$ cat src/sv/krt_pkg.sv
package krt_pkg;

    localparam int CAPACITY_DEF = 32;
    localparam int KEY_W        = 16;
    localparam int SCORE_W      = 10;
    localparam int REC_W        = KEY_W + SCORE_W;

    typedef enum logic [2:0] {
        MODE_APPEND = 3'd0,
        MODE_DELETE = 3'd1,
        MODE_SEARCH = 3'd2,
        MODE_SORT   = 3'd3,
        MODE_DUMP   = 3'd4
    } mode_t;

    typedef enum logic [1:0] {
        ST_OK       = 2'd0,
        ST_NOTFOUND = 2'd1,
        ST_FULL     = 2'd2,
        ST_EMPTY    = 2'd3
    } status_t;

    typedef enum logic [3:0] {
        S_IDLE,
        S_SCAN,
        S_SCAN_WAIT,
        S_SHIFT_RD,
        S_SHIFT_WR,
        S_SORT_RD,
        S_SORT_LOAD,
        S_SORT_CMP,
        S_SORT_PUT,
        S_DUMP_RD,
        S_DUMP_OUT,
        S_OUT
    } fsm_t;

endpackage

$ cat src/sv/krt_store.sv
module krt_store
    import krt_pkg::*;
#(
    parameter int CAPACITY = CAPACITY_DEF,
    localparam int AW = (CAPACITY > 1) ? $clog2(CAPACITY) : 1
) (
    input  logic             aclk,
    input  logic             wr_en,
    input  logic [AW-1:0]    wr_addr,
    input  logic [REC_W-1:0] wr_data,
    input  logic [AW-1:0]    rd_addr,
    output logic [REC_W-1:0] rd_data
);

    logic [REC_W-1:0] mem [CAPACITY];
    logic [REC_W-1:0] rd_data_reg;

    // one write port, one registered read port
    always_ff @(posedge aclk) begin
        if (wr_en) begin
            mem[wr_addr] <= wr_data;
        end
        rd_data_reg <= mem[rd_addr];
    end

    assign rd_data = rd_data_reg;

endmodule

$ cat src/sv/keyed_record_table.sv
// keyed record table: up to CAPACITY (key, score) records in one record memory
// append, empty-table and unused-mode items go straight to the result state
// search/delete: read, compare per scanned entry; delete adds read, write per
// shifted entry; dump: one record per cycle while m_tready is high; insertion
// sort: compare per step, read and load per record; one item in flight at a time
// synchronous active-low reset empties the table; memory contents are not cleared
module keyed_record_table
    import krt_pkg::*;
#(
    parameter int CAPACITY = CAPACITY_DEF
) (
    input  logic        aclk,
    input  logic        aresetn,
    input  logic        s_tvalid,
    output logic        s_tready,
    input  logic [31:0] s_tdata,   // mode[2:0], key[18:3], score[28:19], zero fill
    output logic        m_tvalid,
    input  logic        m_tready,
    output logic [39:0] m_tdata,   // status[1:0], position[7:2], found_key[23:8],
                                   // found_score[33:24], entries[39:34]
    output logic        m_tlast
);

    localparam int AW = (CAPACITY > 1) ? $clog2(CAPACITY) : 1;
    localparam int CW = $clog2(CAPACITY + 1);

    fsm_t state_reg, state_next;
    logic [CW-1:0] occ_reg, occ_next;
    logic [2:0] mode_reg, mode_next;
    logic [KEY_W-1:0] key_reg, key_next;
    logic [CW-1:0] i_reg, i_next;   // scan/outer index
    logic [CW-1:0] j_reg, j_next;   // insertion index
    logic [REC_W-1:0] hold_reg, hold_next; // record being inserted
    logic [1:0] o_st_reg, o_st_next;
    logic [CW-1:0] o_pos_reg, o_pos_next;
    logic [KEY_W-1:0] o_key_reg, o_key_next;
    logic [SCORE_W-1:0] o_sc_reg, o_sc_next;
    logic o_last_reg, o_last_next;

    logic wr_en;
    logic [AW-1:0] wr_addr, rd_addr;
    logic [REC_W-1:0] wr_data, rd_data;
    logic [KEY_W-1:0] rd_key;
    logic [SCORE_W-1:0] rd_sc;

    assign rd_key = rd_data[REC_W-1:SCORE_W];
    assign rd_sc  = rd_data[SCORE_W-1:0];

    krt_store #(.CAPACITY(CAPACITY)) u_store (
        .aclk(aclk), .wr_en(wr_en), .wr_addr(wr_addr), .wr_data(wr_data),
        .rd_addr(rd_addr), .rd_data(rd_data)
    );

    // control registers
    always_ff @(posedge aclk) begin
        if (!aresetn) begin
            state_reg <= S_IDLE;
            occ_reg   <= '0;
        end else begin
            state_reg <= state_next;
            occ_reg   <= occ_next;
        end
    end

    // payload registers
    always_ff @(posedge aclk) begin
        mode_reg   <= mode_next;
        key_reg    <= key_next;
        i_reg      <= i_next;
        j_reg      <= j_next;
        hold_reg   <= hold_next;
        o_st_reg   <= o_st_next;
        o_pos_reg  <= o_pos_next;
        o_key_reg  <= o_key_next;
        o_sc_reg   <= o_sc_next;
        o_last_reg <= o_last_next;
    end

    // sequencer
    always_comb begin
        state_next  = state_reg;
        occ_next    = occ_reg;
        mode_next   = mode_reg;
        key_next    = key_reg;
        i_next      = i_reg;
        j_next      = j_reg;
        hold_next   = hold_reg;
        o_st_next   = o_st_reg;
        o_pos_next  = o_pos_reg;
        o_key_next  = o_key_reg;
        o_sc_next   = o_sc_reg;
        o_last_next = o_last_reg;
        wr_en       = 1'b0;
        wr_addr     = i_reg[AW-1:0];
        wr_data     = rd_data;
        rd_addr     = i_reg[AW-1:0];
        s_tready    = 1'b0;
        m_tvalid    = 1'b0;
        unique case (state_reg)
            S_IDLE: begin
                s_tready = 1'b1;
                if (s_tvalid) begin
                    mode_next   = s_tdata[2:0];
                    key_next    = s_tdata[18:3];
                    i_next      = '0;
                    o_last_next = 1'b1;
                    o_st_next   = ST_OK;
                    o_pos_next  = '0;
                    o_key_next  = '0;
                    o_sc_next   = '0;
                    rd_addr     = '0;
                    case (s_tdata[2:0])
                        MODE_APPEND: begin
                            o_key_next = s_tdata[18:3];
                            o_sc_next  = s_tdata[28:19];
                            if (occ_reg >= CW'(CAPACITY)) begin
                                o_st_next = ST_FULL;
                            end else begin
                                wr_en      = 1'b1;
                                wr_addr    = occ_reg[AW-1:0];
                                wr_data    = {s_tdata[18:3], s_tdata[28:19]};
                                occ_next   = occ_reg + 1'b1;
                                o_pos_next = occ_reg + 1'b1;
                            end
                            state_next = S_OUT;
                        end
                        MODE_DELETE, MODE_SEARCH: begin
                            o_key_next = s_tdata[18:3];
                            if (occ_reg == '0) begin
                                o_st_next  = (s_tdata[2:0] == MODE_DELETE) ?
                                             ST_EMPTY : ST_NOTFOUND;
                                state_next = S_OUT;
                            end else begin
                                state_next = S_SCAN;
                            end
                        end
                        MODE_SORT: begin
                            if (occ_reg == '0) begin
                                o_st_next  = ST_EMPTY;
                                state_next = S_OUT;
                            end else begin
                                i_next     = CW'(1);
                                state_next = S_SORT_RD;
                            end
                        end
                        MODE_DUMP: begin
                            if (occ_reg == '0) begin
                                o_st_next  = ST_EMPTY;
                                state_next = S_OUT;
                            end else begin
                                state_next = S_DUMP_RD;
                            end
                        end
                        default: state_next = S_OUT;
                    endcase
                end
            end
            // read entry i issued; wait for data
            S_SCAN: begin
                state_next = S_SCAN_WAIT;
            end
            S_SCAN_WAIT: begin
                if (rd_key == key_reg) begin
                    o_pos_next = i_reg + 1'b1;
                    o_key_next = rd_key;
                    o_sc_next  = rd_sc;
                    if (mode_reg == MODE_DELETE) begin
                        occ_next   = occ_reg - 1'b1;
                        i_next     = i_reg + 1'b1;
                        state_next = (i_reg + 1'b1 >= occ_reg) ? S_OUT : S_SHIFT_RD;
                    end else begin
                        state_next = S_OUT;
                    end
                end else if (i_reg + 1'b1 >= occ_reg) begin
                    o_st_next  = ST_NOTFOUND;
                    state_next = S_OUT;
                end else begin
                    i_next     = i_reg + 1'b1;
                    state_next = S_SCAN;
                end
            end
            // close the gap: read entry i, write it to i-1
            S_SHIFT_RD: begin
                state_next = S_SHIFT_WR;
            end
            S_SHIFT_WR: begin
                wr_en   = 1'b1;
                wr_addr = AW'(i_reg - 1'b1);
                wr_data = rd_data;
                i_next  = i_reg + 1'b1;
                // occ_reg already decremented: last source index is occ_reg
                state_next = (i_reg >= occ_reg) ? S_OUT : S_SHIFT_RD;
            end
            // insertion sort: read record i to insert
            S_SORT_RD: begin
                if (i_reg >= occ_reg) begin
                    state_next = S_OUT;
                end else begin
                    rd_addr    = i_reg[AW-1:0];
                    j_next     = i_reg;
                    state_next = S_SORT_LOAD;
                end
            end
            // hold the record and probe its left neighbor
            S_SORT_LOAD: begin
                hold_next  = rd_data;
                rd_addr    = AW'(i_reg - 1'b1);
                state_next = S_SORT_CMP;
            end
            // data is entry j-1; strict compare keeps equal keys in order
            S_SORT_CMP: begin
                wr_en   = 1'b1;
                wr_addr = j_reg[AW-1:0];
                if (rd_key > hold_reg[REC_W-1:SCORE_W]) begin
                    wr_data = rd_data;
                    j_next  = j_reg - 1'b1;
                    if (j_reg == CW'(1)) begin
                        state_next = S_SORT_PUT;
                    end else begin
                        rd_addr    = AW'(j_reg - CW'(2));
                        state_next = S_SORT_CMP;
                    end
                end else begin
                    wr_data    = hold_reg;
                    i_next     = i_reg + 1'b1;
                    state_next = S_SORT_RD;
                end
            end
            // record goes to the front
            S_SORT_PUT: begin
                wr_en      = 1'b1;
                wr_addr    = j_reg[AW-1:0];
                wr_data    = hold_reg;
                i_next     = i_reg + 1'b1;
                state_next = S_SORT_RD;
            end
            S_DUMP_RD: begin
                state_next = S_DUMP_OUT;
            end
            S_DUMP_OUT: begin
                m_tvalid = 1'b1;
                if (m_tready) begin
                    i_next     = i_reg + 1'b1;
                    rd_addr    = AW'(i_reg + 1'b1);
                    state_next = (i_reg + 1'b1 >= occ_reg) ? S_IDLE : S_DUMP_OUT;
                end else begin
                    rd_addr = i_reg[AW-1:0];
                end
            end
            S_OUT: begin
                m_tvalid = 1'b1;
                if (m_tready) state_next = S_IDLE;
            end
            default: state_next = S_IDLE;
        endcase
    end

    // result fields: dump records come straight from the memory read register
    always_comb begin
        if (state_reg == S_DUMP_OUT) begin
            m_tdata = {6'(occ_reg), rd_sc, rd_key, 6'(i_reg + 1'b1), ST_OK};
            m_tlast = (i_reg + 1'b1 == occ_reg);
        end else begin
            m_tdata = {6'(occ_reg), o_sc_reg, o_key_reg, 6'(o_pos_reg), o_st_reg};
            m_tlast = o_last_reg;
        end
    end

endmodule
$ cat config.mk
export PLATFORM = sky130hd
export DESIGN_NAME = keyed_record_table
export DESIGN_NICKNAME = d
export VERILOG_FILES = /design/src/sv/krt_pkg.sv /design/src/sv/krt_store.sv /design/src/sv/keyed_record_table.sv
export SDC_FILE = /design/constraint.sdc
export NUM_CORES = 1
export LEC_CHECK = 0
export BUFFER_PORTS_ARGS = -buffer_cell sky130_fd_sc_hd__buf_2
export CAP_MARGIN = 20
export CORE_MARGIN = 4
export CORE_UTILIZATION = 40
export CTS_CLUSTER_SIZE = 8
export DETAILED_ROUTE_END_ITERATION = 16
export MAX_ROUTING_LAYER = met4
export PLACE_DENSITY_LB_ADDON = 0.08
export SLEW_MARGIN = 30
export SYNTH_ARGS = -nofsm -noshare
export SYNTH_HDL_FRONTEND = slang
export SYNTH_SLANG_ARGS = --single-unit
$ cat constraint.sdc
create_clock -name aclk -period 5.5 [get_ports aclk]
set_input_delay 0.55 -clock aclk [delete_from_list [all_inputs] [get_ports aclk]]
set_output_delay 0.55 -clock aclk [all_outputs]
set_load 0.005 [all_outputs]
After elaboration in Yosys (flattened, before gate mapping)
Memory sizes are Yosys's and may differ from the RTL's. A register that Yosys moved wholly into a read port is not among the register bits.
Cells that the tools add are included.
- bits in registers: 101
- RAM bits: 832
- word-level logic and storage cells: 156
- memories kept: 1
- memories (memory ; words ; bits a word ; read ports ; clocked after memory_dff ; wr ports ; line ; RTL):
    u_store.mem ; 32 ; 26 ; 1 ; 1 ; 1 ; krt_store.sv:15 ; logic [REC_W-1:0] mem [CAPACITY];
- add/subtract/negate cells: 6
- magnitude comparators: 4
- equal/unequal tests: 33
- mux-type cells: 81
- reductions and logical operators: 20
- operator list (operator ; number):
    2-to-1 mux 26 bit ; 4
    2-to-1 mux 6 bit ; 17
    one-hot mux 26 bit (3 select lines) ; 1
    2-to-1 mux 4 bit ; 14
    2-to-1 mux 16 bit ; 3
    one-hot mux 4 bit (12 select lines) ; 1
    one-hot mux 6 bit (2 select lines) ; 3
    2-to-1 mux 5 bit ; 7
    2-to-1 mux 34 bit ; 1
    one-hot mux 16 bit (2 select lines) ; 1
    2-to-1 mux 10 bit ; 3
    one-hot mux 6 bit (5 select lines) ; 1
    != test 2 bit (second input constant) ; 11
    one-hot mux 10 bit (2 select lines) ; 1
    one-hot mux 5 bit (4 select lines) ; 1
    equality test 16 bit ; 1
    equality test 4 x 3 -> 1 bit (second input constant) ; 4
    equality test 4 bit (second input constant) ; 4
    > comparator 16 bit ; 1
    2-to-1 mux 2 bit ; 8
    one-hot mux 5 bit (3 select lines) ; 1
    adder 6 x 1 -> 6 bit (second input constant) ; 2
    greater-or-equal comparator 6 bit ; 2
    one-hot mux 4 bit (3 select lines) ; 1
    28 further kinds ; 51

Logic depth before layout (Yosys ltp)
Gate-level depths: netlist (run 1).
- depth after elaboration: 7
- mapped depth: 15
- depth with buffers taken out: 13

Hierarchy
From an unflattened synthesis (run 1), not the netlist that was laid out.
- cell total of the unflattened synthesis: 2612
- area total of the unflattened synthesis: 39844.5 sq um
- modules (own cells, without submodules) (module ; instances ; cells an instance ; area an instance (sq um) ; sequential area each (sq um)):
    krt_store ; 1 ; 1848 ; 32961.6 ; 25504.5
    keyed_record_table ; 1 ; 764 ; 6882.9 ; 2932.8

Worst setup path before layout (run 1)
OpenSTA, ideal clock, no wires.
- kind: input -> register
- start point: in s_tdata[2]
- end point: mem u_store.mem[4][0] in the netlist's numbering (enable)
- library setup time: 0.409 ns
- arrival time: 3.881 ns
- slack: 1.210 ns
- stages on the path: 10
- buffers on the path: 1
- cell sequence: clkbuf_1 -> nor4_1 -> and2_1 -> o21ai_0 -> a21o_1 -> and2_1 -> a221oi_1 -> inv_1 -> or3_1 -> nor2_1
- word-level cells in the longest chain between the ends: 6
- RTL lines (item ; line ; RTL):
    start: declaration ; keyed_record_table.sv:16 ; input logic [31:0] s_tdata,
    zero test 3 bit * ; keyed_record_table.sv:112 ; case (s_tdata[2:0])
    2-to-1 mux 1 bit ; keyed_record_table.sv:112 ;
    2-to-1 mux 1 bit ; keyed_record_table.sv:102 ; if (s_tvalid) begin
    one-hot mux 1 bit (2 select lines) ; keyed_record_table.sv:99 ; unique case (state_reg)
    2-to-1 mux 1 bit ; krt_store.sv:20 ; if (wr_en) begin
    2-to-1 mux 1 bit (implied by the code) ; krt_store.sv:21 ; mem[wr_addr] <= wr_data;
    end: declaration ; krt_store.sv:15 ;
Mark *: on every way between the ends. The rest lies on a longest branch, timed or not.

Worst setup path after layout (run 1)
- start point: reg u_store.rd_data_reg[21] (netlist: u_store.rd_data[21]), read port of u_store.mem
- end point: reg u_store.rd_data_reg[17] (netlist: u_store.rd_data[17]), read port of u_store.mem
- word-level cells in the longest chain between the ends: 3
- RTL lines (item ; line ; RTL):
    start: declaration ; krt_store.sv:16 ; logic [REC_W-1:0] rd_data_reg;
    > comparator 16 bit ; keyed_record_table.sv:214 ; if (rd_key > hold_reg[REC_W-1:SCORE_W]) begin
    2-to-1 mux 5 bit ; keyed_record_table.sv:214 ;
    one-hot mux 5 bit (4 select lines) ; keyed_record_table.sv:99 ;
Every way passes these cells.
A chain may end at the register's enable or synchronous reset.

==> flow_summary.yaml, run 1 <==
outcome:
  status: "completed"
critical_path:
  required_ns: 6.00
  critical_path.max_stage_delay_ns: 0.88
  worst_path_max_delay_cell: "nor4_1"
  path_class: "reg2reg"
  critPathCaptureType: "register"
  startpoint_type: "register"
  startpoint: "u_store.rd_data[21]$_DFF_P_"
  r2r_start: "u_store.rd_data[21]$_DFF_P_"
  critical_path_buf_inv_count: 1
  critPathMaxFanout: 64
  worstPathCellList: "ha_1, a21oi_1, nor2_1, a2111o_1, or3_4, a221o_1, nand2_8, buf_4, nand2_1, a32o_1, o2bb2ai_1, nor4_1"
  crit_arrival_ns: 5.68
  crit_family: "simple AND/OR/NAND/NOR gates"
global_routing:
  grt_pass1_vias: 23900
  grt_max_degree: 104
  antenna_found_initial: 0
  grt_pass1_wl_um: 158000
  gr-usage-all-layers: 0.210
  grt.overflow.total: 0
synth:
  syn_area_um2: 39600
  synth_edf_count: 923
  ys.flop_type: "edfxtp_1"
  yosys_warnings: 0
  ys_seq_elements: 959
  syn_nets: 2919
  avgSynthCellArea_um2: 13.9
  synthCells: 2846
  yosysSeqAreaShare: 0.718
  async_reset_ff_frac: 0
  ys_types: 77
power_and_ir_drop:
  power.total_mw: 30.6
  leakage_nw: 15.7
  pwr_density_cell_nw_per_um2: 659
  vdd_drop_max_v: 0.000538
route:
  drt_iter0_drc: 1828
  wl_um: 106000
  drt-vias-per-instance: 5.57
  drc_errors: 0
  first_pass_iters: 5
  wl_per_cell_um: 24.3
  vias: 24300
  drtAntennaViolNets: 0
clocking:
  h-tree-depth: 4
  cts_tree: "done"
  post_cts_resized: 0
  cts_made_buffers: 138
  root_buffer: "clkbuf_16"
  postCtsSetupBuffers: 0
  insertion_delay_ns: 0.72
  cts.path.max_buffers: 3
  cts.sinks: 959
  path_clk_slew_ns: 0.05
  postCtsHoldBufs: 0
floorplan:
  start_util: 0.403
  rows: 115
  ios: 79
  die_h_um: 323
  die_width_um: 323
  dieArea_um2: 104000
  core_area_um2: 98300
layout:
  layout-drive-gt1-share: 0.145
  ff_latch_area_um2: 28400
  final_nets: 3082
  num-fill-cells: 8565
  multiInputGateArea_um2: 10400
  areaGrowthSynthToFinish_pct: 17.0
  largest_register_ffs: 832
timing:
  worst_slew_pin_slew_ns: 1.01
  setup_slack_ns: 0.324
  period_share: 0.941
  final.setup_skew_ns: 0.0239
  rsz0062_at_grt: "no"
  maxSlewHeadroom: 0.318
  max_freq_mhz: 193
  setup_viol: 0
  fin_hold_ws_ns: 0.0719
  slew_viol_final: 0
  hold_violations: 0
  tns_ns: 0
  period_needed_ns: 5.18
placed_design:
  gp_congestion: 0.879
  pre_cts_slack_ns: 0.289
  numPortBuffers: 75
  hpwl_um: 66700
run:
  cap_viol_max_count: 0
hold_path:
  worstHoldStart: "s_tdata[9]"
  hp-class: "in2reg"
[routing by layer]
| layer | GRT usage | share of wire | up-vias |
|---|---|---|---|
| met2 | 0.328 | 0.47 | 747 |
| met4 | 0.0537 | 0.018 | 0 |
| met5 | - | 0 | - |
| met3 | 0.0340 | 0.055 | 150 |
| li1 | - | - | 11100 |
| met1 | 0.288 | 0.46 | 12300 |
[layout make-up]
cell class | instances | share of cell area
Sequential cell | 959 | 0.614
Multi-Input combinational cell | 1655 | 0.225
Clock buffer | 198 | 0.0808
Timing Repair Buffer | 193 | 0.0366
Tap cell | 1287 | 0.0348
Inverter | 62 | 0.00502
Clock inverter | 13 | 0.00405
Antenna cell | 1 | 0.0000540
[synthesized netlist by cell type, types with 13 or more instances]
cell type | n | share of area
a21oi_1 | 132 | 0.017
a222oi_1 | 27 | 0.0068
a22o_1 | 25 | 0.0055
a31oi_1 | 28 | 0.0044
a32o_1 | 25 | 0.0063
a32oi_1 | 76 | 0.017
and2_1 | 13 | 0.0021
and3_1 | 13 | 0.0021
buf_2 | 74 | 0.0094
buf_4 | 14 | 0.0027
clkbuf_1 | 63 | 0.0060
dfxtp_1 | 36 | 0.018
edfxtp_1 | 923 | 0.70
ha_1 | 37 | 0.012
inv_1 | 62 | 0.0059
mux2_2 | 28 | 0.0080
mux2i_1 | 128 | 0.032
nand2_1 | 605 | 0.057
nand3_1 | 141 | 0.018
nor2_1 | 84 | 0.0080
nor2b_1 | 14 | 0.0022
nor4_1 | 35 | 0.0055
o21ai_0 | 30 | 0.0038
o2bb2ai_1 | 25 | 0.0055
o32ai_1 | 25 | 0.0055
xor2_1 | 25 | 0.0055
[placed cells by master (no fill, tap or decap), drive strengths merged, types with 14 or more instances in the layout]
cell type,Yosys,routed
a21oi,133,133
a222oi,27,27
a22o,25,25
a31oi,29,29
a32o,25,25
a32oi,76,76
buf,105,193
clkbuf,65,198
dfxtp,36,36
edfxtp,923,923
ha,37,37
inv,62,70
mux2,28,28
mux2i,128,128
nand2,607,607
nand3,143,143
nor2,87,87
nor2b,14,14
nor4,44,44
o21ai,32,32
o2bb2ai,25,25
o32ai,25,25
xor2,25,25
[path summary, 6_finish.rpt]
path | end | slack [ns] | cells after the start
max | u_store.rd_data[17]$_DFF_P_ | 0.32 | 12
min | key_reg[6]$_DFFE_PP_ | 0.07 | 1
max reg2reg | u_store.rd_data[17]$_DFF_P_ | 0.32 | 12
min reg2reg | hold_reg[2]$_DFFE_PP_ | 0.55 | 0
[power by group]
| group | switching, mW | internal (mW) |
|---|---|---|
| Sequential | 0.497 | 10.2 |
| Clock | 3.01 | 4.69 |
| Combinational | 8.52 | 3.67 |
| Total | 12.0 | 18.5 |
[kinds of logic (layout without fill, tap and decap cells)]
kind of cell	after synthesis	in the layout	share of synthesized area
buf+inv	232	466	0.0281
simple gates	961	961	0.107
mux	156	156	0.0403
fa+ha+maj	37	37	0.0117
other cells	0	1	0
flops	959	959	0.718
xor+xnor	37	37	0.00818
compound gates	464	464	0.0866
[through the flow]
step	std cells	instance area (µm²)	util
after floorplan	2846	39600	-
after global placement	4146	42100	0.429
after detailed placement	4156	42400	0.431
after CTS	4367	46300	0.471
after global routing	4367	46300	0.471
final	4368	46300	0.471
[worst reg2reg max path, cell delays in order (launching register included)]
cell,delay [ns]
dfxtp_1,0.62
ha_1,0.35
a21oi_1,0.16
nor2_1,0.05
a2111o_1,0.46
or3_4,0.38
a221o_1,0.56
nand2_8,0.33
buf_4,0.64
nand2_1,0.15
a32o_1,0.28
o2bb2ai_1,0.11
nor4_1,0.88
Note: power is estimated with default switching activity, not from simulation.
==> run 2, diff against run 1 <==
Settings changed: CORE_MARGIN 4 to 2, CTS_CLUSTER_SIZE 8 to 14.
==> flow_summary.yaml, run 2 (same netlist as run 1, synthesis figures left out) <==
clocking:
  path_clk_slew_ns: 0.06
  postCtsHoldBufs: 0
  post_cts_resized: 0
  postCtsSetupBuffers: 0
  h-tree-depth: 3
  root_buffer: "clkbuf_16"
  insertion_delay_ns: 0.68
  cts_made_buffers: 102
  cts_tree: "done"
  cts.sinks: 959
  cts.path.max_buffers: 3
route:
  drtAntennaViolNets: 0
  vias: 24400
  first_pass_iters: 5
  drt_iter0_drc: 2050
  drc_errors: 0
  wl_um: 112000
  drt-vias-per-instance: 5.60
  wl_per_cell_um: 25.6
layout:
  final_nets: 3058
  final_cell_mix: "edfxtp_1, nand2_1, nand3_1"
  num-fill-cells: 8645
  largest_register_ffs: 832
  layout-drive-gt1-share: 0.146
  fin_area_um2: 45500
  areaGrowthSynthToFinish_pct: 15.0
  final_common_cell: "edfxtp_1"
power_and_ir_drop:
  vdd_drop_max_v: 0.000631
  leakage_nw: 15.4
  pwr_density_cell_nw_per_um2: 662
timing:
  period_share: 0.938
  worst_slew_pin_slew_ns: 0.956
  maxSlewHeadroom: 0.361
  hold_violations: 0
  final.setup_skew_ns: 0.0180
  tns_ns: 0
  max_freq_mhz: 194
  slew_viol_final: 0
  period_needed_ns: 5.16
  rsz0062_at_grt: "no"
  setup_viol: 0
critical_path:
  startpoint_type: "register"
  path_class: "reg2reg"
  worst_path_max_delay_cell: "nor4_1"
  worstPathCellList: "ha_1, nand4_1, nor4_1, a21boi_2, o31ai_4, nor4_4, or3_4, buf_12, mux2i_1, a32oi_1, a31oi_1, nor4_1"
  critPathCaptureType: "register"
  required_ns: 6.00
  critical_path.max_stage_delay_ns: 0.73
  crit_arrival_ns: 5.66
  critPathMaxFanout: 130
  critical_path.most_common_cell: "nor4_1"
global_routing:
  grt.overflow.total: 0
  grt_max_degree: 132
  grt_pass1_wl_um: 163000
  grt_pass1_vias: 23700
  gr-usage-all-layers: 0.224
  antenna_found_initial: 1
outcome:
  status: "completed"
placed_design:
  numPortBuffers: 75
  gp_congestion: 0.876
  hpwl_um: 68700
  place_area_um2: 42300
hold_path:
  hp-class: "in2reg"
floorplan:
  rows: 115
  die_h_um: 319
  dieArea_um2: 102000
  die_width_um: 319
  start_util: 0.403
  ios: 79
  core_area_um2: 98300
run:
  cap_viol_max_count: 0
run 2: path summary, 6_finish.rpt:
path	slack, ns	cells after the start	startpoint	to
worst min register to register	0.56	0	u_store.rd_data[8]$_DFF_P_	hold_reg[8]$_DFFE_PP_
worst max-delay path	0.34	12	u_store.rd_data[25]$_DFF_P_	u_store.rd_data[11]$_DFF_P_
worst max register to register	0.34	12	u_store.rd_data[25]$_DFF_P_	u_store.rd_data[11]$_DFF_P_
worst min-delay path	0.1	1	s_tdata[4]	key_reg[1]$_DFFE_PP_
run 2: critical path, delay by kind of cell (launching register included):
kind,cells,cell delay (ns)
flops,1,0.39
simple gates,5,2.35
mux,1,0.18
buf+inv,1,0.60
compound gates,4,0.97
fa+ha+maj,1,0.33
run 2: cell type report:
type	instances	area [µm²]	area share
Antenna cell	2	5.00	0.000110
Clock buffer	139	2740	0.0602
Clock inverter	49	497	0.0109
Inverter	62	233	0.00511
Multi-Input combinational cell	1655	10400	0.228
Sequential cell	959	28400	0.624
Tap cell	1287	1610	0.0354
Timing Repair Buffer	205	1610	0.0354
run 2: power by group:
part / internal, mW / leakage (nW) / switching [mW]
Sequential: 10.2 / 8.61 / 0.464
Combinational: 3.75 / 5.22 / 9.10
Clock: 3.83 / 1.58 / 2.84
Total: 17.7 / 15.4 / 12.4
run 2: routing by layer:
metal  vias to the layer above  global-route usage  wire [µm]
li1                      11100                   -          -
met1                     12500               0.324      53000
met2                       696               0.337      50500
met3                       137              0.0291       5770
met4                         0              0.0573       2330
met5                         -                   -          0
run 2: through the flow:
| step | instances | total power, mW | setup WS, ns | hold slack, ns | util |
|---|---|---|---|---|---|
| after floorplan | 2846 | 18.2 | 1.21 | 0.448 | - |
| after global placement | 4160 | 23.3 | 0.310 | 0.538 | 0.429 |
| after detailed placement | 4166 | 23.6 | 0.335 | 0.533 | 0.430 |
| after CTS | 4354 | 30.3 | 0.323 | 0.0594 | 0.463 |
| after global routing | 4356 | 31.7 | 0.0189 | 0.0780 | 0.463 |
| final | 4358 | 30.1 | 0.340 | 0.0986 | 0.463 |
